## src/sv/pgsa_pkg.sv

```systemverilog
`timescale 1ns / 1ps

package pgsa_pkg;

    // Window and datapath sizes
    localparam int MAX_SAMPLES = 1024;
    localparam int DATA_W      = 16;
    localparam int CNT_W       = 11;
    localparam int SUM_W       = DATA_W + $clog2(MAX_SAMPLES);
    localparam int TSUM_W      = SUM_W + 1;
    localparam int DIV_STEPS   = DATA_W;
    localparam int STEP_W      = $clog2(DIV_STEPS);
    localparam int NUM_LANES   = 5;

    // Stream widths
    localparam int S_TDATA_W = 88;
    localparam int M_TDATA_W = 96;
    localparam int M_TUSER_W = 3;

    // Input item bit positions in s_tdata
    localparam int IN_PIR   = 0;
    localparam int IN_LUM   = 1;
    localparam int IN_TEMP  = 17;
    localparam int IN_SOIL  = 33;
    localparam int IN_AIRM  = 49;
    localparam int IN_AIRQ  = 65;
    localparam int IN_FLUSH = 81;

    // Result item bit positions in m_tdata
    localparam int OUT_DISP = 0;
    localparam int OUT_LUM  = 1;
    localparam int OUT_TEMP = 17;
    localparam int OUT_SOIL = 33;
    localparam int OUT_AIRM = 49;
    localparam int OUT_AIRQ = 65;
    localparam int OUT_PRES = 81;
    localparam int OUT_CNT  = 82;
    localparam int OUT_END  = OUT_CNT + CNT_W;

    // Divider lane assignment
    localparam int LANE_LUM  = 0;
    localparam int LANE_TEMP = 1;
    localparam int LANE_SOIL = 2;
    localparam int LANE_AIRM = 3;
    localparam int LANE_AIRQ = 4;

    typedef enum logic [1:0] {
        ACT_NONE = 2'd0,
        ACT_ON   = 2'd1,
        ACT_OFF  = 2'd2,
        ACT_ACQ  = 2'd3
    } action_t;

    typedef enum logic [1:0] {
        ST_IDLE,
        ST_DIV,
        ST_EMIT
    } state_t;

    // Controller to datapath
    typedef struct packed {
        logic take;
        logic div_step;
        logic emit;
    } ctrl_cmd_t;

    // Datapath to controller
    typedef struct packed {
        logic report_req;
        logic out_free;
    } dp_status_t;

endpackage

```

## src/sv/pgsa_div_lane.sv

```systemverilog
`timescale 1ns / 1ps

module pgsa_div_lane
    import pgsa_pkg::*;
(
    input  logic              clk,
    input  logic              load,
    input  logic              step,
    input  logic [SUM_W-1:0]  dividend,
    input  logic [CNT_W-1:0]  divisor,
    output logic [DATA_W-1:0] quotient
);

    logic [CNT_W-1:0]  rem_reg, rem_next;
    logic [DATA_W-1:0] quo_reg, quo_next;
    logic [CNT_W:0]    trial;
    logic [CNT_W:0]    diff;
    logic              fits;

    // One restoring step: shift in the next dividend bit, subtract if it fits
    always_comb
    begin
        trial = {rem_reg, quo_reg[DATA_W-1]};
        diff  = trial - {1'b0, divisor};
        fits  = (trial >= {1'b0, divisor});
        rem_next = rem_reg;
        quo_next = quo_reg;
        if (load)
        begin
            // The high part is below the divisor since the quotient fits DATA_W bits
            rem_next = {{(CNT_W - (SUM_W - DATA_W)){1'b0}}, dividend[SUM_W-1:DATA_W]};
            quo_next = dividend[DATA_W-1:0];
        end
        else if (step)
        begin
            rem_next = fits ? diff[CNT_W-1:0] : trial[CNT_W-1:0];
            quo_next = {quo_reg[DATA_W-2:0], fits};
        end
    end

    always_ff @(posedge clk)
    begin
        rem_reg <= rem_next;
        quo_reg <= quo_next;
    end

    assign quotient = quo_reg;

endmodule

```

## src/sv/pgsa_ctrl.sv

```systemverilog
`timescale 1ns / 1ps

module pgsa_ctrl
    import pgsa_pkg::*;
(
    input  logic       clk,
    input  logic       rst_n,
    input  logic       s_tvalid,
    output logic       s_tready,
    input  dp_status_t status,
    output ctrl_cmd_t  cmd
);

    state_t            state_reg, state_next;
    logic [STEP_W-1:0] step_reg, step_next;

    // Next state
    always_comb
    begin
        state_next = state_reg;
        step_next  = step_reg;
        unique case (state_reg)
            ST_IDLE:
            begin
                step_next = '0;
                if (s_tvalid)
                begin
                    state_next = status.report_req ? ST_DIV : ST_EMIT;
                end
            end
            ST_DIV:
            begin
                step_next = step_reg + 1'b1;
                if (step_reg == STEP_W'(DIV_STEPS - 1))
                begin
                    state_next = ST_EMIT;
                end
            end
            ST_EMIT:
            begin
                if (status.out_free)
                begin
                    state_next = ST_IDLE;
                end
            end
            default:
            begin
                state_next = ST_IDLE;
            end
        endcase
    end

    // Outputs
    always_comb
    begin
        s_tready     = 1'b0;
        cmd.take     = 1'b0;
        cmd.div_step = 1'b0;
        cmd.emit     = 1'b0;
        unique case (state_reg)
            ST_IDLE:
            begin
                s_tready = 1'b1;
                cmd.take = s_tvalid;
            end
            ST_DIV:
            begin
                cmd.div_step = 1'b1;
            end
            ST_EMIT:
            begin
                cmd.emit = status.out_free;
            end
            default:
            begin
                s_tready = 1'b0;
            end
        endcase
    end

    always_ff @(posedge clk or negedge rst_n)
    begin
        if (!rst_n)
        begin
            state_reg <= ST_IDLE;
            step_reg  <= '0;
        end
        else
        begin
            state_reg <= state_next;
            step_reg  <= step_next;
        end
    end

endmodule

```

## src/sv/pgsa_datapath.sv

```systemverilog
`timescale 1ns / 1ps

module pgsa_datapath
    import pgsa_pkg::*;
(
    input  logic                 clk,
    input  logic                 rst_n,
    input  logic [S_TDATA_W-1:0] s_tdata,
    output logic                 m_tvalid,
    input  logic                 m_tready,
    output logic [M_TDATA_W-1:0] m_tdata,
    output logic [M_TUSER_W-1:0] m_tuser,
    input  ctrl_cmd_t            cmd,
    output dp_status_t           status
);

    // Window state
    logic                     prev_pir_reg, prev_pir_next;
    logic                     disp_reg, disp_next;
    logic                     flush_reg, flush_next;
    logic [CNT_W-1:0]         cnt_reg, cnt_next;
    logic [SUM_W-1:0]         usum_reg [4];
    logic [SUM_W-1:0]         usum_next [4];
    logic signed [TSUM_W-1:0] tsum_reg, tsum_next;
    logic [CNT_W-1:0]         psum_reg, psum_next;

    // Pending result fields
    action_t                  act_reg, act_next;
    logic                     rep_reg, rep_next;
    logic [CNT_W-1:0]         n_reg, n_next;
    logic                     pres_reg, pres_next;
    logic                     tneg_reg, tneg_next;

    // Output register
    logic                     mvalid_reg, mvalid_next;
    logic [M_TDATA_W-1:0]     mdata_reg, mdata_next;
    logic [M_TUSER_W-1:0]     muser_reg, muser_next;

    // Item fields
    logic                     pir;
    logic                     flush_eff;
    logic                     acquire;
    logic                     report;
    logic                     room;
    logic [DATA_W-1:0]        uin [4];
    logic [DATA_W-1:0]        tin;
    action_t                  action;
    logic                     disp_after;

    // Sums after this item
    logic [SUM_W-1:0]         usum_acc [4];
    logic signed [TSUM_W-1:0] tsum_acc;
    logic [CNT_W-1:0]         psum_acc;
    logic [CNT_W-1:0]         cnt_acc;
    logic [TSUM_W-1:0]        tmag_full;
    logic                     tneg;
    logic [SUM_W-1:0]         lane_in [NUM_LANES];
    logic [DATA_W-1:0]        lane_q [NUM_LANES];
    logic                     div_load;
    logic                     nonzero;
    logic [DATA_W-1:0]        temp_avg;

    assign pir       = s_tdata[IN_PIR];
    assign uin[0]    = s_tdata[IN_LUM  +: DATA_W];
    assign uin[1]    = s_tdata[IN_SOIL +: DATA_W];
    assign uin[2]    = s_tdata[IN_AIRM +: DATA_W];
    assign uin[3]    = s_tdata[IN_AIRQ +: DATA_W];
    assign tin       = s_tdata[IN_TEMP +: DATA_W];
    assign flush_eff = flush_reg | s_tdata[IN_FLUSH];

    // Classify the presence sample against the previous one
    always_comb
    begin
        action     = ACT_ACQ;
        disp_after = disp_reg;
        if (pir && !prev_pir_reg)
        begin
            action     = disp_reg ? ACT_NONE : ACT_ON;
            disp_after = 1'b1;
        end
        else if (!pir && prev_pir_reg)
        begin
            action     = disp_reg ? ACT_OFF : ACT_NONE;
            disp_after = 1'b0;
        end
    end

    assign acquire = (action == ACT_ACQ);
    assign report  = acquire & flush_eff;
    assign room    = (cnt_reg < CNT_W'(MAX_SAMPLES));

    // Accumulate an acquired sample unless the window is full
    always_comb
    begin
        for (int i = 0; i < 4; i++)
        begin
            usum_acc[i] = (acquire && room) ? usum_reg[i] + SUM_W'(uin[i]) : usum_reg[i];
        end
        tsum_acc = (acquire && room)
                 ? tsum_reg + {{(TSUM_W - DATA_W){tin[DATA_W-1]}}, tin}
                 : tsum_reg;
        psum_acc = (acquire && room) ? psum_reg + CNT_W'(pir) : psum_reg;
        cnt_acc  = (acquire && room) ? cnt_reg + 1'b1 : cnt_reg;
    end

    // Temperature divides as a magnitude
    assign tneg      = tsum_acc[TSUM_W-1];
    assign tmag_full = tneg ? TSUM_W'(-tsum_acc) : TSUM_W'(tsum_acc);

    assign lane_in[LANE_LUM]  = usum_acc[0];
    assign lane_in[LANE_TEMP] = tmag_full[SUM_W-1:0];
    assign lane_in[LANE_SOIL] = usum_acc[1];
    assign lane_in[LANE_AIRM] = usum_acc[2];
    assign lane_in[LANE_AIRQ] = usum_acc[3];
    assign div_load           = cmd.take & report;

    for (genvar g = 0; g < NUM_LANES; g++)
    begin : g_lane
        pgsa_div_lane u_lane (
            .clk      (clk),
            .load     (div_load),
            .step     (cmd.div_step),
            .dividend (lane_in[g]),
            .divisor  (n_reg),
            .quotient (lane_q[g])
        );
    end

    // Update window state and pending fields on a taken item
    always_comb
    begin
        prev_pir_next = prev_pir_reg;
        disp_next     = disp_reg;
        flush_next    = flush_reg;
        cnt_next      = cnt_reg;
        tsum_next     = tsum_reg;
        psum_next     = psum_reg;
        act_next      = act_reg;
        rep_next      = rep_reg;
        n_next        = n_reg;
        pres_next     = pres_reg;
        tneg_next     = tneg_reg;
        for (int i = 0; i < 4; i++)
        begin
            usum_next[i] = usum_reg[i];
        end
        if (cmd.take)
        begin
            prev_pir_next = pir;
            disp_next     = disp_after;
            act_next      = action;
            rep_next      = report;
            n_next        = cnt_acc;
            pres_next     = ({psum_acc, 1'b0} >= {1'b0, cnt_acc});
            tneg_next     = tneg;
            if (report)
            begin
                flush_next = 1'b0;
                cnt_next   = '0;
                tsum_next  = '0;
                psum_next  = '0;
                for (int i = 0; i < 4; i++)
                begin
                    usum_next[i] = '0;
                end
            end
            else
            begin
                flush_next = flush_eff;
                cnt_next   = cnt_acc;
                tsum_next  = tsum_acc;
                psum_next  = psum_acc;
                for (int i = 0; i < 4; i++)
                begin
                    usum_next[i] = usum_acc[i];
                end
            end
        end
    end

    // Assemble the result item; averages are zero without a report or samples
    assign nonzero  = rep_reg && (n_reg != '0);
    assign temp_avg = tneg_reg ? DATA_W'(-lane_q[LANE_TEMP]) : lane_q[LANE_TEMP];

    always_comb
    begin
        mdata_next = mdata_reg;
        muser_next = muser_reg;
        mvalid_next = mvalid_reg;
        if (m_tready)
        begin
            mvalid_next = 1'b0;
        end
        if (cmd.emit)
        begin
            mvalid_next                     = 1'b1;
            mdata_next                      = '0;
            mdata_next[OUT_DISP]            = disp_reg;
            mdata_next[OUT_LUM  +: DATA_W]  = nonzero ? lane_q[LANE_LUM]  : '0;
            mdata_next[OUT_TEMP +: DATA_W]  = nonzero ? temp_avg          : '0;
            mdata_next[OUT_SOIL +: DATA_W]  = nonzero ? lane_q[LANE_SOIL] : '0;
            mdata_next[OUT_AIRM +: DATA_W]  = nonzero ? lane_q[LANE_AIRM] : '0;
            mdata_next[OUT_AIRQ +: DATA_W]  = nonzero ? lane_q[LANE_AIRQ] : '0;
            mdata_next[OUT_PRES]            = nonzero & pres_reg;
            mdata_next[OUT_CNT +: CNT_W]    = rep_reg ? n_reg : '0;
            muser_next                      = {rep_reg, act_reg};
        end
    end

    assign status.report_req = report;
    assign status.out_free   = !mvalid_reg || m_tready;

    // Control and window state
    always_ff @(posedge clk or negedge rst_n)
    begin
        if (!rst_n)
        begin
            prev_pir_reg <= 1'b0;
            disp_reg     <= 1'b0;
            flush_reg    <= 1'b0;
            cnt_reg      <= '0;
            tsum_reg     <= '0;
            psum_reg     <= '0;
            mvalid_reg   <= 1'b0;
            for (int i = 0; i < 4; i++)
            begin
                usum_reg[i] <= '0;
            end
        end
        else
        begin
            prev_pir_reg <= prev_pir_next;
            disp_reg     <= disp_next;
            flush_reg    <= flush_next;
            cnt_reg      <= cnt_next;
            tsum_reg     <= tsum_next;
            psum_reg     <= psum_next;
            mvalid_reg   <= mvalid_next;
            for (int i = 0; i < 4; i++)
            begin
                usum_reg[i] <= usum_next[i];
            end
        end
    end

    // Payload holding registers
    always_ff @(posedge clk)
    begin
        act_reg   <= act_next;
        rep_reg   <= rep_next;
        n_reg     <= n_next;
        pres_reg  <= pres_next;
        tneg_reg  <= tneg_next;
        mdata_reg <= mdata_next;
        muser_reg <= muser_next;
    end

    assign m_tvalid = mvalid_reg;
    assign m_tdata  = mdata_reg;
    assign m_tuser  = muser_reg;

endmodule

```

## src/sv/presence_gated_sensor_averager.sv

```systemverilog
`timescale 1ns / 1ps

// Presence-gated sensor averager. Each input item carries a presence sample,
// five environment readings and a flush request; each produces one result item.
// A presence edge switches the display on or off; an unchanged sample adds the
// readings into a window of up to 1024 samples, and a pending flush then reports
// the truncated window averages and clears the window. An item without a report
// goes through the emit state back to idle; an item that reports first passes
// through the divide state, where five parallel radix-2 divider lanes produce
// one quotient bit per cycle of a 16-bit quotient. A finished result waits in
// the output register while the next item is accepted.

module presence_gated_sensor_averager
    import pgsa_pkg::*;
(
    input  logic                 clk,
    input  logic                 rst_n,
    input  logic                 s_tvalid,
    output logic                 s_tready,
    // pir_sample, luminosity, temperature, soil_moisture, air_moisture,
    // air_quality, flush_request, zero pad
    input  logic [S_TDATA_W-1:0] s_tdata,
    output logic                 m_tvalid,
    input  logic                 m_tready,
    // display_on, avg_luminosity, avg_temperature, avg_soil_moisture,
    // avg_air_moisture, avg_air_quality, avg_presence, samples_averaged, zero pad
    output logic [M_TDATA_W-1:0] m_tdata,
    // action_taken, report_valid
    output logic [M_TUSER_W-1:0] m_tuser
);

    ctrl_cmd_t  cmd;
    dp_status_t status;

    pgsa_ctrl u_ctrl (
        .clk      (clk),
        .rst_n    (rst_n),
        .s_tvalid (s_tvalid),
        .s_tready (s_tready),
        .status   (status),
        .cmd      (cmd)
    );

    pgsa_datapath u_dp (
        .clk      (clk),
        .rst_n    (rst_n),
        .s_tdata  (s_tdata),
        .m_tvalid (m_tvalid),
        .m_tready (m_tready),
        .m_tdata  (m_tdata),
        .m_tuser  (m_tuser),
        .cmd      (cmd),
        .status   (status)
    );

endmodule

```

## config.mk

```make
export PLATFORM = sky130hd
export DESIGN_NAME = presence_gated_sensor_averager
export DESIGN_NICKNAME = d
export VERILOG_FILES = /design/src/sv/pgsa_pkg.sv /design/src/sv/pgsa_div_lane.sv /design/src/sv/pgsa_ctrl.sv /design/src/sv/pgsa_datapath.sv /design/src/sv/presence_gated_sensor_averager.sv
export SDC_FILE = /design/constraint.sdc
export NUM_CORES = 1
export LEC_CHECK = 0
export ABC_AREA = 1
export BUFFER_PORTS_ARGS = -buffer_cell sky130_fd_sc_hd__buf_4
export CAP_MARGIN = 10
export CORE_MARGIN = 2
export CORE_UTILIZATION = 30
export CTS_BUF_LIST = sky130_fd_sc_hd__clkbuf_4
export DETAILED_ROUTE_END_ITERATION = 8
export GPL_ROUTABILITY_DRIVEN = 1
export PLACE_DENSITY = 0.42
export SLEW_MARGIN = 20
export SYNTH_ARGS = -nofsm -noshare
export SYNTH_HDL_FRONTEND = slang
export SYNTH_SLANG_ARGS = --single-unit
export TNS_END_PERCENT = 10
```

## constraint.sdc

```tcl
create_clock -name clk -period 7.27 [get_ports clk]
set_input_delay 0.727 -clock clk [delete_from_list [all_inputs] [get_ports clk]]
set_output_delay 0.727 -clock clk [all_outputs]
set_load 0.05 [all_outputs]
```

== Yosys cells after proc, flatten, opt, wreduce, memory -nomap -nowiden ==
Cells that the tools add are included.

* Add/sub/neg operators: 15
* Magnitude comparators: 7
* Equal/unequal tests: 7
* Mux-type cells: 57
* Bitwise operators: 4
* Reductions and logical operators: 16

{| class="wikitable"
|+ Operators by type and width
! kind !! count
|-
| two-way mux 16 bit || 11
|-
| two-way mux 26 bit || 5
|-
| adder 26 x 16 -> 26 bit || 4
|-
| two-way mux 104 bit || 1
|-
| two-way mux 10 bit || 10
|-
| two-way mux 11 bit || 9
|-
| >= comparator 12 x 11 -> 1 bit || 6
|-
| subtractor 11 bit || 5
|-
| two-way mux 27 bit || 2
|-
| adder 27 bit || 1
|-
| negator 26 bit || 1
|-
| negator 16 bit || 1
|-
| two-way mux 2 bit || 7
|-
| adder 11 x 1 -> 11 bit || 1
|-
| adder 11 x 1 -> 11 bit (second input constant) || 1
|-
| < comparator 11 bit (second input constant) || 1
|-
| nonzero test 11 bit || 1
|-
| two-way mux 1 bit || 10
|-
| case mux 4 bit (2 select lines) || 1
|-
| nonzero test 2 bit || 4
|-
| case mux 2 bit (3 select lines) || 1
|-
| adder 4 x 1 -> 4 bit (second input constant) || 1
|-
| equality test 2 bit (second input constant) || 2
|-
| equality test 4 bit (second input constant) || 1
|-
| other kinds (11) || 19
|}

* Flip-flop bits (word level): 410
* Bits of input ports: 92
* Output and inout bits: 101
* Logic and storage cells: 143

== Logic depth before layout (Yosys ltp) ==
Gate-level depths: netlist (run 1).

* Word-level depth: 10
* Depth in mapped cells: 23
* Depth with buffers taken out: 21

== By module ==
Synthesis (run 1) repeated with hierarchy kept, for this count alone.

* Cells, all modules: 3950
* Area, all modules: 29532.1 um^2

{| class="wikitable"
|+ Modules (own cells, without submodules)
! module !! instances !! cells each !! area an instance (um^2) !! sequential area each (um^2)
|-
| pgsa_datapath || 1 || 2472 || 18531.5 || 7292.0
|-
| pgsa_div_lane || 5 || 287 || 2129.5 || 800.8
|-
| pgsa_ctrl || 1 || 43 || 352.8 || 150.1
|}

== Worst setup path after synthesis (run 1) ==
No wires, ideal clock.

* Path kind: reg-to-reg
* Start point: reg u_ctrl.state_reg[1]
* End point: reg u_dp.g_lane[0].u_lane.quo_reg[0] (enable)
* Library setup time: 0.494 ns
* Arrival: 4.960 ns
* Data required time: 6.776 ns
* Path slack: 1.816 ns
* Cell stages (with the launch flop): 8
* Buffers on the path: 2
* Period minus slack after synthesis: 5.454 ns
* Cells stage by stage: dfrtp_1 -> nor2_1 -> nand2_1 -> nor2_1 -> inv_1 -> clkbuf_1 -> clkbuf_1 -> nand2_1

* Word-level cells in the longest chain between the ends: 4
* Elaborated cells between the ends (all ways): 6
* Those cells by class: eq/ne (1); mux (2); bitwise (1); reduce/logical (2)

{| class="wikitable"
|+ RTL lines
! item !! RTL line !! RTL
|-
| from (decl) || pgsa_ctrl.sv:14 || <nowiki>state_t state_reg, state_next;</nowiki>
|-
| from (signal assigned) || pgsa_ctrl.sv:90 || <nowiki>state_reg <= state_next;</nowiki>
|-
| zero test 2 bit || pgsa_ctrl.sv:60 || <nowiki>unique case (state_reg)</nowiki>
|-
| two-way mux 1 bit || pgsa_ctrl.sv:60 ||
|-
| AND 1 bit || pgsa_datapath.sv:115 || <nowiki>assign div_load = cmd.take & report;</nowiki>
|-
| nonzero test 2 bit (no line) (*) || -- ||
|-
| to (signal assigned) || pgsa_div_lane.sv:44 || <nowiki>quo_reg <= quo_next;</nowiki>
|-
| to (decl) || pgsa_div_lane.sv:15 || <nowiki>logic [DATA_W-1:0] quo_reg, quo_next;</nowiki>
|}

Every way passes the cells marked *; elsewhere a longest branch is shown, timed or not.
A chain may end at the register's enable or synchronous reset.

== Worst setup path after layout (run 1) ==
* Start point: reg u_dp.prev_pir_reg
* End point: reg u_dp.g_lane[2].u_lane.rem_reg[9] (data pin)

* Word-level cells in the longest chain between the ends: 7
* Elaborated cells between the ends (all ways): 11
* Those cells by class: eq/ne (1); mux (4); bitwise (2); reduce/logical (4)

{| class="wikitable"
|+ RTL lines
! item !! RTL line !! RTL
|-
| from (decl) || pgsa_datapath.sv:18 || <nowiki>logic prev_pir_reg, prev_pir_next;</nowiki>
|-
| from (signal assigned) || pgsa_datapath.sv:232 || <nowiki>prev_pir_reg <= prev_pir_next;</nowiki>
|-
| logical AND 1 bit / zero test 1 bit (equally long branches) || pgsa_datapath.sv:81, pgsa_datapath.sv:76 ||
|-
| two-way mux 2 bit / logical AND 1 bit (equally long branches) || pgsa_datapath.sv:81, pgsa_datapath.sv:76 ||
|-
| two-way mux 2 bit (*) || pgsa_datapath.sv:76 || <nowiki>if (pir && !prev_pir_reg)</nowiki>
|-
| equality test 2 bit (*) || pgsa_datapath.sv:88 || <nowiki>assign acquire = (action == ACT_ACQ);</nowiki>
|-
| AND 1 bit / logical AND 1 bit (equally long branches) || pgsa_datapath.sv:89, pgsa_datapath.sv:97 ||
|-
| AND 1 bit / two-way mux 26 bit (equally long branches) || pgsa_datapath.sv:115, pgsa_datapath.sv:97 ||
|-
| two-way mux 10 bit (*) || pgsa_div_lane.sv:28 || <nowiki>if (load)</nowiki>
|-
| net u_dp.g_lane[2].u_lane.rem_next[9] || pgsa_div_lane.sv:14 || <nowiki>logic [CNT_W-1:0] rem_reg, rem_next;</nowiki>
|-
| to (signal assigned) || pgsa_div_lane.sv:43 || <nowiki>rem_reg <= rem_next;</nowiki>
|-
| to (decl) || pgsa_div_lane.sv:14 ||
|}

Mark *: on every way through the listed nets, which the timed path passes. The rest lies on a longest branch.

==> results.md, run 1 <==
- Max-cap violation count: 0
- Period utilization: 57.7%
- CTS tree: built
- Total track usage: 18.5%
- Synth unique cells: 63
- Die X: 302 um
- Final Max Slew Viols: 0
- RePlAce Congestion: 0.826
- ANT nets after route: 0
- Share of cells above drive strength 1: 12.7%
- Max stage delay on crit path: 0.77 ns
- Clock skew: 0.0827 ns
- Status: completed
- Post-route DRC: 0
- CTS Sinks: 410
- Area Overhead vs Synth: 15.8%
- Synth async-reset ratio: 39.8%
- Final nets: 3833
- Core area: 88200 um^2
- DR vias: 23000
- Fin util: 35.0%
- Ys flop type: edfxtp_1
- First-pass GRT wire length: 131000 um
- Worst Path Arrival: 4.87 ns
- Setup TNS: 0 ns
- Yosys top cell area share: 27.3%
- Io pins: 193
- Chip Height: 302 um
- Fmax: 238 MHz
- Crit-path cells: inv_1 -> ha_1 -> nor2_4 -> nand2_4 -> inv_4 -> buf_4 -> buf_4 -> nand3_1 -> nor2_1 -> nand3_1 -> xor2_1 -> inv_1 -> nand2_1 -> nand2_1
- Clk root buf: clkbuf_4
- HPWL Detailed: 57600 um
- # setup viols final: 0
- CP Class: register to register
- YS warnings: 0
- Port Buffers: 183
- Initial antenna violation count: 5
- Mapped Avg Cell Area: 7.95 um^2
- Mapped Cells: 3351
- # resized after CTS: 0
- Worst VDD drop: 0.208 mV
- Lkg Pwr: 14.4 nW
- Relative slew slack: 32.9%
- Final hold viol count: 0
- Worst-margin pin slew: 1.01 ns
- Startpoint class of the critical path: register
- CTS Buf Count: 121
- Post-synthesis sequential area ratio: 43.0%
- Final WL: 84000 um
- Max Root-Sink Buffers: 3
- CP max stage cell: inv_4
- Mapped Area: 26600 um^2
- Unrepaired setup endpoints after global routing: no
- DRT Pass-1 Iters: 5
- Largest net degree at the start of global routing: 84
- Die area: 91200 um^2
- # H-tree levels: 3
- Synth area leaders: edfxtp_1, dfrtp_1, nand2_1
- Vias in the first global route: 22600
- Post-synth EDFFs: 242
- Starting density of the core: 30.2%
- Pwr/cell area: 484 nW/um^2
- Overflow after GRT: 0
- Drt via density: 4.76
- Placement row count: 109
- Nature of the critical path endpoint: register
- Fin crit period: 4.20 ns
- Number of flip-flops in the largest register: 104
- Fill count: 9478
- Wire per inst: 17.3 um
- Starting DRT DRC Count: 1345
- Critical Path Fanout Max: 68
- Min-Delay Path Class: input port to register
- Register bit total from synthesis: 410
- Worst skew pair latency: 0.92 ns
- Synth area leader: edfxtp_1
- Worst-path clk slew: 0.07 ns
- CP required: 7.94 ns
final cells by class:
class,count,area (um^2),area share [%]
timing repair buffer,204,1540,5.00
inverter,423,1600,5.17
multi-input combinational,2408,13200,42.7
tap,1165,1460,4.72
sequential,410,11400,37.1
clock buffer,198,1490,4.82
clock inverter,33,166,0.539
antenna,2,5.00,0.0162
through the flow:
stage	power, mW	hold slack, ns	area (um^2)	worst slack [ns]	instances
CTS	15.2	0.00497	30900	3.06	4841
detailed placement	12.7	0.405	29200	2.55	4608
global placement	12.7	0.401	29200	2.56	4608
global route	16.5	0.108	30900	2.69	4843
floorplan	10.4	0.400	26700	1.82	3353
finish	15.0	0.142	30900	3.07	4843
layout by cell type, fill, tap and decap left out, types with 14 or more instances in the layout:
cell type and n:
or2_2 17, dfrtp_1 163, nand4_1 33, nand2_1 866, clkinv_1 28, o21bai_1 14, edfxtp_1 242, o21ai_1 18
buf_4 201, inv_1 412, a21oi_1 156, o22ai_1 46, nand3_1 195, o211ai_1 14, a22o_1 17, xor2_1 101
nor2_1 227, nor3_1 32, xnor2_1 40, o21ai_0 352, clkbuf_4 198, ha_1 163
worst max-delay path: cells and delay by family, from the launching register on:
family,cells,cell delay (ns)
buffers and inverters,5,1.96
xor gates and xnor gates,1,0.21
and+or+nand+nor,7,1.17
adders and majority gates,1,0.21
DFF,1,0.37
routing by layer:
metal  up-vias  GRT usage, %  part of all wire, %
li1      11700             -                    -
met1     10800          26.8                   50
met2       429          27.8                   43
met3        94          3.53                  4.8
met4         4          5.41                  1.9
met5         -             0                0.021
final timing paths:
check / start / endpoint / slack (ns) / cells after the start
max: u_dp.prev_pir_reg / u_dp.g_lane[2].u_lane.rem_reg[9] / 3.07 / 14
max in group asynchronous: rst_n / u_dp.usum_reg[46] / 5.56 / 3
max reg2reg: u_dp.prev_pir_reg / u_dp.g_lane[2].u_lane.rem_reg[9] / 3.07 / 14
min reg2reg: u_dp.act_reg[0] / u_dp.m_tuser[0] / 0.44 / 0
min in group asynchronous: rst_n / u_dp.tsum_reg[20] / 0.40 / 2
min: s_tvalid / u_ctrl.state_reg[1] / 0.14 / 3
cells by family after synthesis:
logic type	count (synthesis)	share of synthesized area (%)
AND/OR/NAND/NOR	1422	22.3
AO/OA/AOI/OAI	665	13.7
buffers and inverters	535	7.81
flip-flops	410	43.0
adder cells (fa/ha/maj)	173	8.40
XOR/XNOR	142	4.70
multiplexers	3	0.113
other	1	0.0141
synthesized netlist by cell type (17+ instances only):
| master | n |
|---|---|
| clkbuf_1 | 81 |
| nand3_1 | 195 |
| ha_1 | 163 |
| buf_2 | 19 |
| inv_1 | 415 |
| edfxtp_1 | 242 |
| o21ai_0 | 352 |
| nand4_1 | 33 |
| dfrtp_1 | 163 |
| a22o_1 | 17 |
| nor3_1 | 32 |
| o22ai_1 | 46 |
| xnor2_1 | 40 |
| nor2_1 | 230 |
| a21oi_1 | 156 |
| nand2_1 | 868 |
| o21ai_1 | 18 |
| or2_2 | 17 |
| xor2_1 | 101 |
power breakdown:
group	internal [mW]	switching [mW]
sequential	3.80	0.573
combinational	2.68	5.52
clock	1.26	1.12
total	7.74	7.21
repair_timing:
| action | in CTS | in global routing |
|---|---|---|
| setup endpoints to repair | 0 | 0 |
| setup buffers | 0 | 0 |
| hold endpoints to repair | 83 | 0 |
| hold buffers | 2 | 0 |
Note: power is estimated with default switching activity, not from simulation.
==> run 2: changes to the inputs <==
- PLACE_DENSITY: 0.42 -> 0.44
- clock period: 7.27 -> 3.7 ns (I/O delays scaled with it)
==> run 2 against run 1 <==
Effect of this change:
- sequential cell count unchanged
- global-route usage down 0.26 points
- die area unchanged
- non-clock buffer count up 52
- utilization up 0.56 points
- first-iteration DRC count up 3.5%
- fmax up 29%
- critical endpoint is now u_dp.g_lane[1].u_lane.quotient[0]
==> results.md, run 2 (synthesis gave the netlist of run 1 again) <==
- Status: completed
- Port Buffers: 183 (unchanged)
- # setup viols final: 0 (unchanged)
- Worst skew pair latency: 0.94 ns (+0.02 ns)
- Worst Path Arrival: 3.96 ns (-0.91 ns)
- Chip Height: 302 um (unchanged)
- Placed cell count: 4634 (+0.56%)
- Min-Delay Path Class: input port to register
- Post-route DRC: 0 (unchanged)
- Fmax: 307 MHz (+29%)
- Nature of the critical path endpoint: register
- RePlAce Congestion: 0.832 (+0.68%)
- Starting DRT DRC Count: 1392 (+3.5%)
- Total track usage: 18.2% (-0.26 points)
- Fill count: 9444 (-0.36%)
- Final Max Slew Viols: 0 (unchanged)
- DR vias: 23100 (+0.44%)
- Final WL: 82000 um (-2.3%)
- Final nets: 3883 (+1.3%)
- Max-cap violation count: 0 (unchanged)
- Placement row count: 109 (unchanged)
- Reg2reg setup slack: 0.45 ns (-2.63 ns)
- Die X: 302 um (unchanged)
- Share of cells above drive strength 1: 13.0% (+0.28 points)
- CTS tree: built
- Max Root-Sink Buffers: 3 (unchanged)
- Core area: 88200 um^2 (unchanged)
- Final hold viol count: 0 (unchanged)
- Post-place instance area: 29500 um^2 (+1.1%)
- Reg2Reg Depth: 12 (-2)
- Worst-path clk slew: 0.07 ns (about the same)
- Die area: 91200 um^2 (unchanged)
- Startpoint class of the critical path: register
- Worst VDD drop: 0.372 mV (+79%)
- Worst-margin pin slew: 0.928 ns (-0.0781 ns)
- Unrepaired setup endpoints after global routing: no
- Fin crit period: 3.25 ns (-0.944 ns)
- Period utilization: 87.9% (+30 points)
- Post-route insts no fill: 4887 (+0.91%)
- Area Overhead vs Synth: 17.7%
- Largest net degree at the start of global routing: 145 (+73%)
- Clk root buf: clkbuf_4
- ANT nets after route: 0 (unchanged)
- Most common cell after layout, fill and taps aside: nand2_1
- # resized after CTS: 0 (unchanged)
- CTS Buf Count: 119 (-1.7%)
- CP required: 4.41 ns (-3.53 ns)
- HPWL Detailed: 57800 um (+0.35%)
- First-pass GRT wire length: 129000 um (-1.1%)
- Setup TNS: 0 ns (unchanged)
- Final Cell Area: 31400 um^2 (+1.6%)
- Initial antenna violation count: 5 (unchanged)
- Starting density of the core: 30.2% (unchanged)
- Final total power: 29.4 mW (+97%)
- Hold depth: 8 (+5)
- CTS Sinks: 410 (unchanged)
- Clock skew: 0.0837 ns (+0.000973 ns)
- Lkg Pwr: 14.6 nW (+1.5%)
- Wire per inst: 16.8 um (-3.2%)
- Vias in the first global route: 22900 (+1.1%)
- Io pins: 193 (unchanged)
- CP Class: register to register
- # H-tree levels: 3 (unchanged)
- Relative slew slack: 38.1% (+5.2 points)
- Most frequent cells in the layout: nand2_1, inv_1, o21ai_0, edfxtp_1, nor2_1
- DRT Pass-1 Iters: 5 (unchanged)
- Pwr/cell area: 938 nW/um^2 (+94%)
- Number of flip-flops in the largest register: 104 (unchanged)
- Drt via density: 4.73 (-0.46%)
- Critical Path Fanout Max: 19 (-72%)
- Overflow after GRT: 0 (unchanged)
==> run 2: path summary, 6_finish.rpt <==
path | to | start
hold reg to reg | u_dp.m_tuser[1] | u_dp.act_reg[1]
hold / removal | u_dp.usum_reg[11] | s_tdata[75]
max in group asynchronous | u_dp.usum_reg[33] | rst_n
min in group asynchronous | u_dp.tsum_reg[22] | rst_n
setup / recovery | u_dp.g_lane[1].u_lane.quotient[0] | u_dp.n_reg[0]
setup reg to reg | u_dp.g_lane[1].u_lane.quotient[0] | u_dp.n_reg[0]
==> run 2: repair_timing <==
item | 4_1_cts | 5_1_grt
setup buffers | 0 | 0
hold buffers | 28 | 0
endpoints found under the hold margin | 125 | 0
==> run 2: metal layers <==
layer  vias up  GRT usage [%]  routed length, um
met5         -              0                 31
met4         6           5.78               1900
met3       132           2.90               3510
met2       463           27.2              34700
met1     10700           26.7              41900
li1      11800              -                  -
==> run 2: area by class of cell <==
cell class	count	area (um^2)	share of cell area, %
flip-flops and latches	410	11400	36.5
inverters	423	1600	5.09
diodes	2	5.00	0.0160
repair buffers	256	2120	6.77
clock buffers	187	1400	4.48
clock inverters	36	158	0.503
well taps	1165	1460	4.65
multi-input cells	2408	13200	42.0
==> run 2: through the flow <==
| stage | hold slack (ns) | utilization [%] | setup slack, ns |
|---|---|---|---|
| 4_1_cts | 0.00146 | 35.5 | 0.392 |
| 6_report | 0.0995 | 35.5 | 0.447 |
| 5_1_grt | 0.0839 | 35.5 | 0.0913 |
| 2_1_floorplan | 0.0744 | - | 0.0508 |
| 3_5_place_dp | 0.408 | 33.5 | 0.334 |
| 3_3_place_gp | 0.405 | 33.5 | 0.390 |
==> run 2: worst max-delay path, stage by stage, from the launching register on <==
cell	delay [ns]
edfxtp_1	0.67
ha_1	0.34
fa_1	0.43
nor2_1	0.13
nor2_1	0.07
nor3_1	0.15
nor2_1	0.09
o21ai_0	0.26
a21oi_1	0.16
inv_1	0.39
buf_4	0.24
nand2_1	0.05
o21ai_0	0.09
==> run 2: where the power goes <==
part | internal [mW] | leakage (nW) | switching (mW) | total, mW
logic | 5.54 | 9.17 | 10.9 | 16.4
clock network | 2.29 | 0.929 | 2.15 | 4.44
registers | 7.46 | 4.49 | 1.11 | 8.57
total | 15.3 | 14.6 | 14.1 | 29.4
==> run 3: changes to the inputs <==
- ABC_AREA: 1 -> unset
- REMOVE_ABC_BUFFERS: unset -> 1
==> run 3 against run 2 <==
Effect of this change:
- clock power decreased by 1%
- sequential share of layout area shrank 0.23 points
- power increased by 2.8%
- wire length shrank 1.9%
- sequential cell count unchanged
- worst hold slack worse by 0.0040 ns
- combinational power rose by 5%
- register-to-register slack worse by 0.35 ns
- cell count is 11% lower
- clock skew decreased by 0.025 ns
- sequential power grew 2%
- clock-buffer cell count down 13
- critical path type unchanged
- critical endpoint is now u_dp.g_lane[1].u_lane.rem_reg[9]
==> results.md, run 3 <==
- Post-route DRC: 0 (unchanged)
- Stages on worst setup path: 14 (+2)
- CP required: 4.35 ns (-0.06 ns)
- Lkg Pwr: 13.3 nW (-8.5%)
- Synth area leaders: edfxtp_1, dfrtp_1, ha_1
- Max stage delay on crit path: 0.58 ns (-0.09 ns)
- Post-place instance area: 29500 um^2 (-0.12%)
- Die X: 299 um (-0.99%)
- Starting DRT DRC Count: 1225 (-12%)
- Post-synthesis sequential area ratio: 43.8% (+0.88 points)
- DRT Pass-1 Iters: 6 (+1)
- CTS tree: built
- Complex-gate fraction of the synthesized area: 19.8% (+6.1 points)
- Worst Path Arrival: 4.25 ns (+0.29 ns)
- Post-synth EDFFs: 242 (unchanged)
- Final total power: 30.2 mW (+2.8%)
- Placement row count: 108 (-0.92%)
- # H-tree levels: 3 (unchanged)
- Post-synthesis mux area share: 1.87% (+1.8 points)
- Io pins: 193 (unchanged)
- Crit path top cell by count: buf_4
- Clock skew: 0.0582 ns (-0.0255 ns)
- Relative slew slack: 36.2% (-1.9 points)
- Vias in the first global route: 22400 (-2.3%)
- Final Cell Area: 31600 um^2 (+0.62%)
- Min-Delay Path Class: input port to register
- Largest net degree at the start of global routing: 88 (-39%)
- Core area: 86500 um^2 (-2.0%)
- Mapped Avg Cell Area: 9.47 um^2 (+19%)
- Hold depth: 5 (-3)
- Max-cap violation count: 0 (unchanged)
- Synth area leader: edfxtp_1
- Fin crit period: 3.60 ns (+0.346 ns)
- Overflow after GRT: 0 (unchanged)
- First-pass GRT wire length: 125000 um (-3.2%)
- Fmax: 278 MHz (-9.6%)
- Starting density of the core: 30.2% (about the same)
- Total track usage: 17.7% (-0.47 points)
- Post-synthesis adder-cell area fraction: 8.58% (+0.17 points)
- Pwr/cell area: 958 nW/um^2 (+2.2%)
- Final Max Slew Viols: 0 (unchanged)
- Reg2Reg Depth: 14 (+2)
- CTS Sinks: 410 (unchanged)
- Max Root-Sink Buffers: 3 (unchanged)
- Yosys top cell area share: 27.8% (+0.56 points)
- Die area: 89400 um^2 (-2.0%)
- Most frequent cells in the layout: nand2_1, buf_4, edfxtp_1, o21ai_0, a21oi_1
- Mapped Area: 26100 um^2 (-2.0%)
- CTS Buf Count: 116 (-2.5%)
- Mapped Cells: 2757 (-18%)
- Ys flop type: edfxtp_1
- DR vias: 21900 (-5.2%)
- Wire per inst: 18.5 um (+10%)
- RePlAce Congestion: 0.828 (-0.41%)
- Worst VDD drop: 0.383 mV (+2.9%)
- Chip Height: 299 um (-0.99%)
- Final WL: 80500 um (-1.9%)
- Synth unique cells: 94 (+49%)
- Unrepaired setup endpoints after global routing: yes
- Crit path buf inv count: 2 (unchanged)
- # setup viols final: 0 (unchanged)
- Critical Path Fanout Max: 4 (-15)
- Xor and xnor fraction of the mapped netlist area: 5.76% (+1.1 points)
- Worst-margin pin slew: 0.957 ns (+0.0290 ns)
- CP Class: register to register
- Port Buffers: 183 (unchanged)
- Post-Synth Simple-Gate Area: 16.3% (-6.0 points)
- Nature of the critical path endpoint: register
- Crit-path cells: ha_4 -> fa_2 -> a211oi_2 -> buf_4 -> nor2_1 -> xnor2_2 -> o31ai_2 -> nand4_1 -> or4b_4 -> nor4_4 -> buf_4 -> a31oi_2 -> xor2_1 -> a21oi_1
- ANT nets after route: 0 (unchanged)
- Area Overhead vs Synth: 20.9%
- Number of flip-flops in the largest register: 104 (unchanged)
- Period utilization: 97.3% (+9.3 points)
- Most common cell after layout, fill and taps aside: nand2_1
- Worst skew pair latency: 0.92 ns (-0.02 ns)
- Clk root buf: clkbuf_4
- Placed cell count: 4075 (-12%)
- Worst path top cell family by delay: simple AND/OR/NAND/NOR gates
- Synth async-reset ratio: 39.8% (unchanged)
- HPWL Detailed: 55100 um (-4.6%)
- Worst-path clk slew: 0.07 ns (about the same)
- YS warnings: 0 (unchanged)
- Largest family of logic cells by synthesized area: compound AO/OA/AOI/OAI gates
- Post-route insts no fill: 4348 (-11%)
- Startpoint class of the critical path: register
- Initial antenna violation count: 1 (-4)
- Register bit total from synthesis: 410 (unchanged)
- Final nets: 3355 (-14%)
- Share of cells above drive strength 1: 17.3% (+4.4 points)
- Drt via density: 5.04 (+6.5%)
- Status: completed
- Most frequent cell after synthesis: nand2_1
- CP max stage cell: or4b_4
- Top post-synthesis cells by count: nand2_1, edfxtp_1, o21ai_0, a21oi_1, nor2_1
- Final hold viol count: 0 (unchanged)
## run 3: changes by cell type in the layout (fill, tap and decap cells not counted), moves of 44 or more
cell / before / now
a21oi_1: 156 / 213
and2_1: 6 / 85
buf_4: 217 / 281
inv_1: 412 / 117
nand2_1: 866 / 312
nand3_1: 195 / 73
o21ai_0: 352 / 225
o22ai_1: 46 / 2
xnor2_1: 40 / 107
## run 3: layer usage
layer  track usage [%]  wire length, um  vias up
met5                 0                0        -
met4              6.20             2010        0
met3              2.52             2850      130
met2              29.9            38400      429
met1              23.2            37300    10600
li1                  -                -    10800
## run 3: where the power goes
group	switching (mW)	total [mW]	leakage, nW	internal, mW
Combinational	10.3	17.2	7.91	6.80
Sequential	1.27	8.71	4.53	7.44
Clock	2.15	4.38	0.911	2.22
Total	13.8	30.2	13.3	16.5
## run 3: final timing paths
check	startpoint	endpoint	slack, ns
setup / recovery	u_dp.tsum_reg[0]	u_dp.g_lane[1].u_lane.rem_reg[9]	0.10
min in group asynchronous	rst_n	u_dp.m_tvalid	0.12
hold reg to reg	u_dp.act_reg[0]	u_dp.m_tuser[0]	0.42
hold / removal	s_tdata[17]	u_dp.tsum_reg[0]	0.1
max in group asynchronous	rst_n	u_dp.usum_reg[92]	2.64
setup reg to reg	u_dp.tsum_reg[0]	u_dp.g_lane[1].u_lane.rem_reg[9]	0.10
## run 3: stage by stage
step	setup WS (ns)	hold slack (ns)	setup TNS, ns	utilization, %
after global placement	-0.0645	0.414	-0.0955	34.1
after global routing	-0.130	0.115	-0.775	36.5
after detailed placement	-0.0960	0.405	-0.281	34.1
after CTS	0.0129	0.00396	0	36.4
after floorplan	-7.68	0.0744	-2216.10	-
final	0.102	0.0954	0	36.5
## run 3: what timing repair did
item,CTS,global route
gates resized for setup,1,8
hold buffers,49,0
buffers inserted,2,1
hold endpoints to repair,144,0
pin swaps,3,8
endpoints found under the setup margin,2,12
## run 3: final cells by class
| class | instances | area [um^2] |
|---|---|---|
| fill | 8885 | 54900 |
| multi-input combinational | 2097 | 13800 |
| sequential | 410 | 11400 |
| timing repair buffer | 345 | 2890 |
| tap | 1155 | 1450 |
| clock buffer | 174 | 1310 |
| inverter | 120 | 455 |
| clock inverter | 45 | 210 |
| antenna | 2 | 5.00 |
## run 3: tightest hold or removal path, stage by stage
cell	delay, ns
buf_4	0.09
ha_4	0.12
mux2i_1	0.08
buf_4	0.15
o21ai_0	0.15
## run 3: kinds of logic (layout without fill, tap and decap cells)
group | count (synthesis) | count (layout)
simple gates | 896 | 896
compound gates | 806 | 806
flops | 410 | 410
buf+inv | 252 | 684
fa+ha+maj | 173 | 173
xor+xnor | 171 | 171
mux | 48 | 48
other cells | 1 | 5
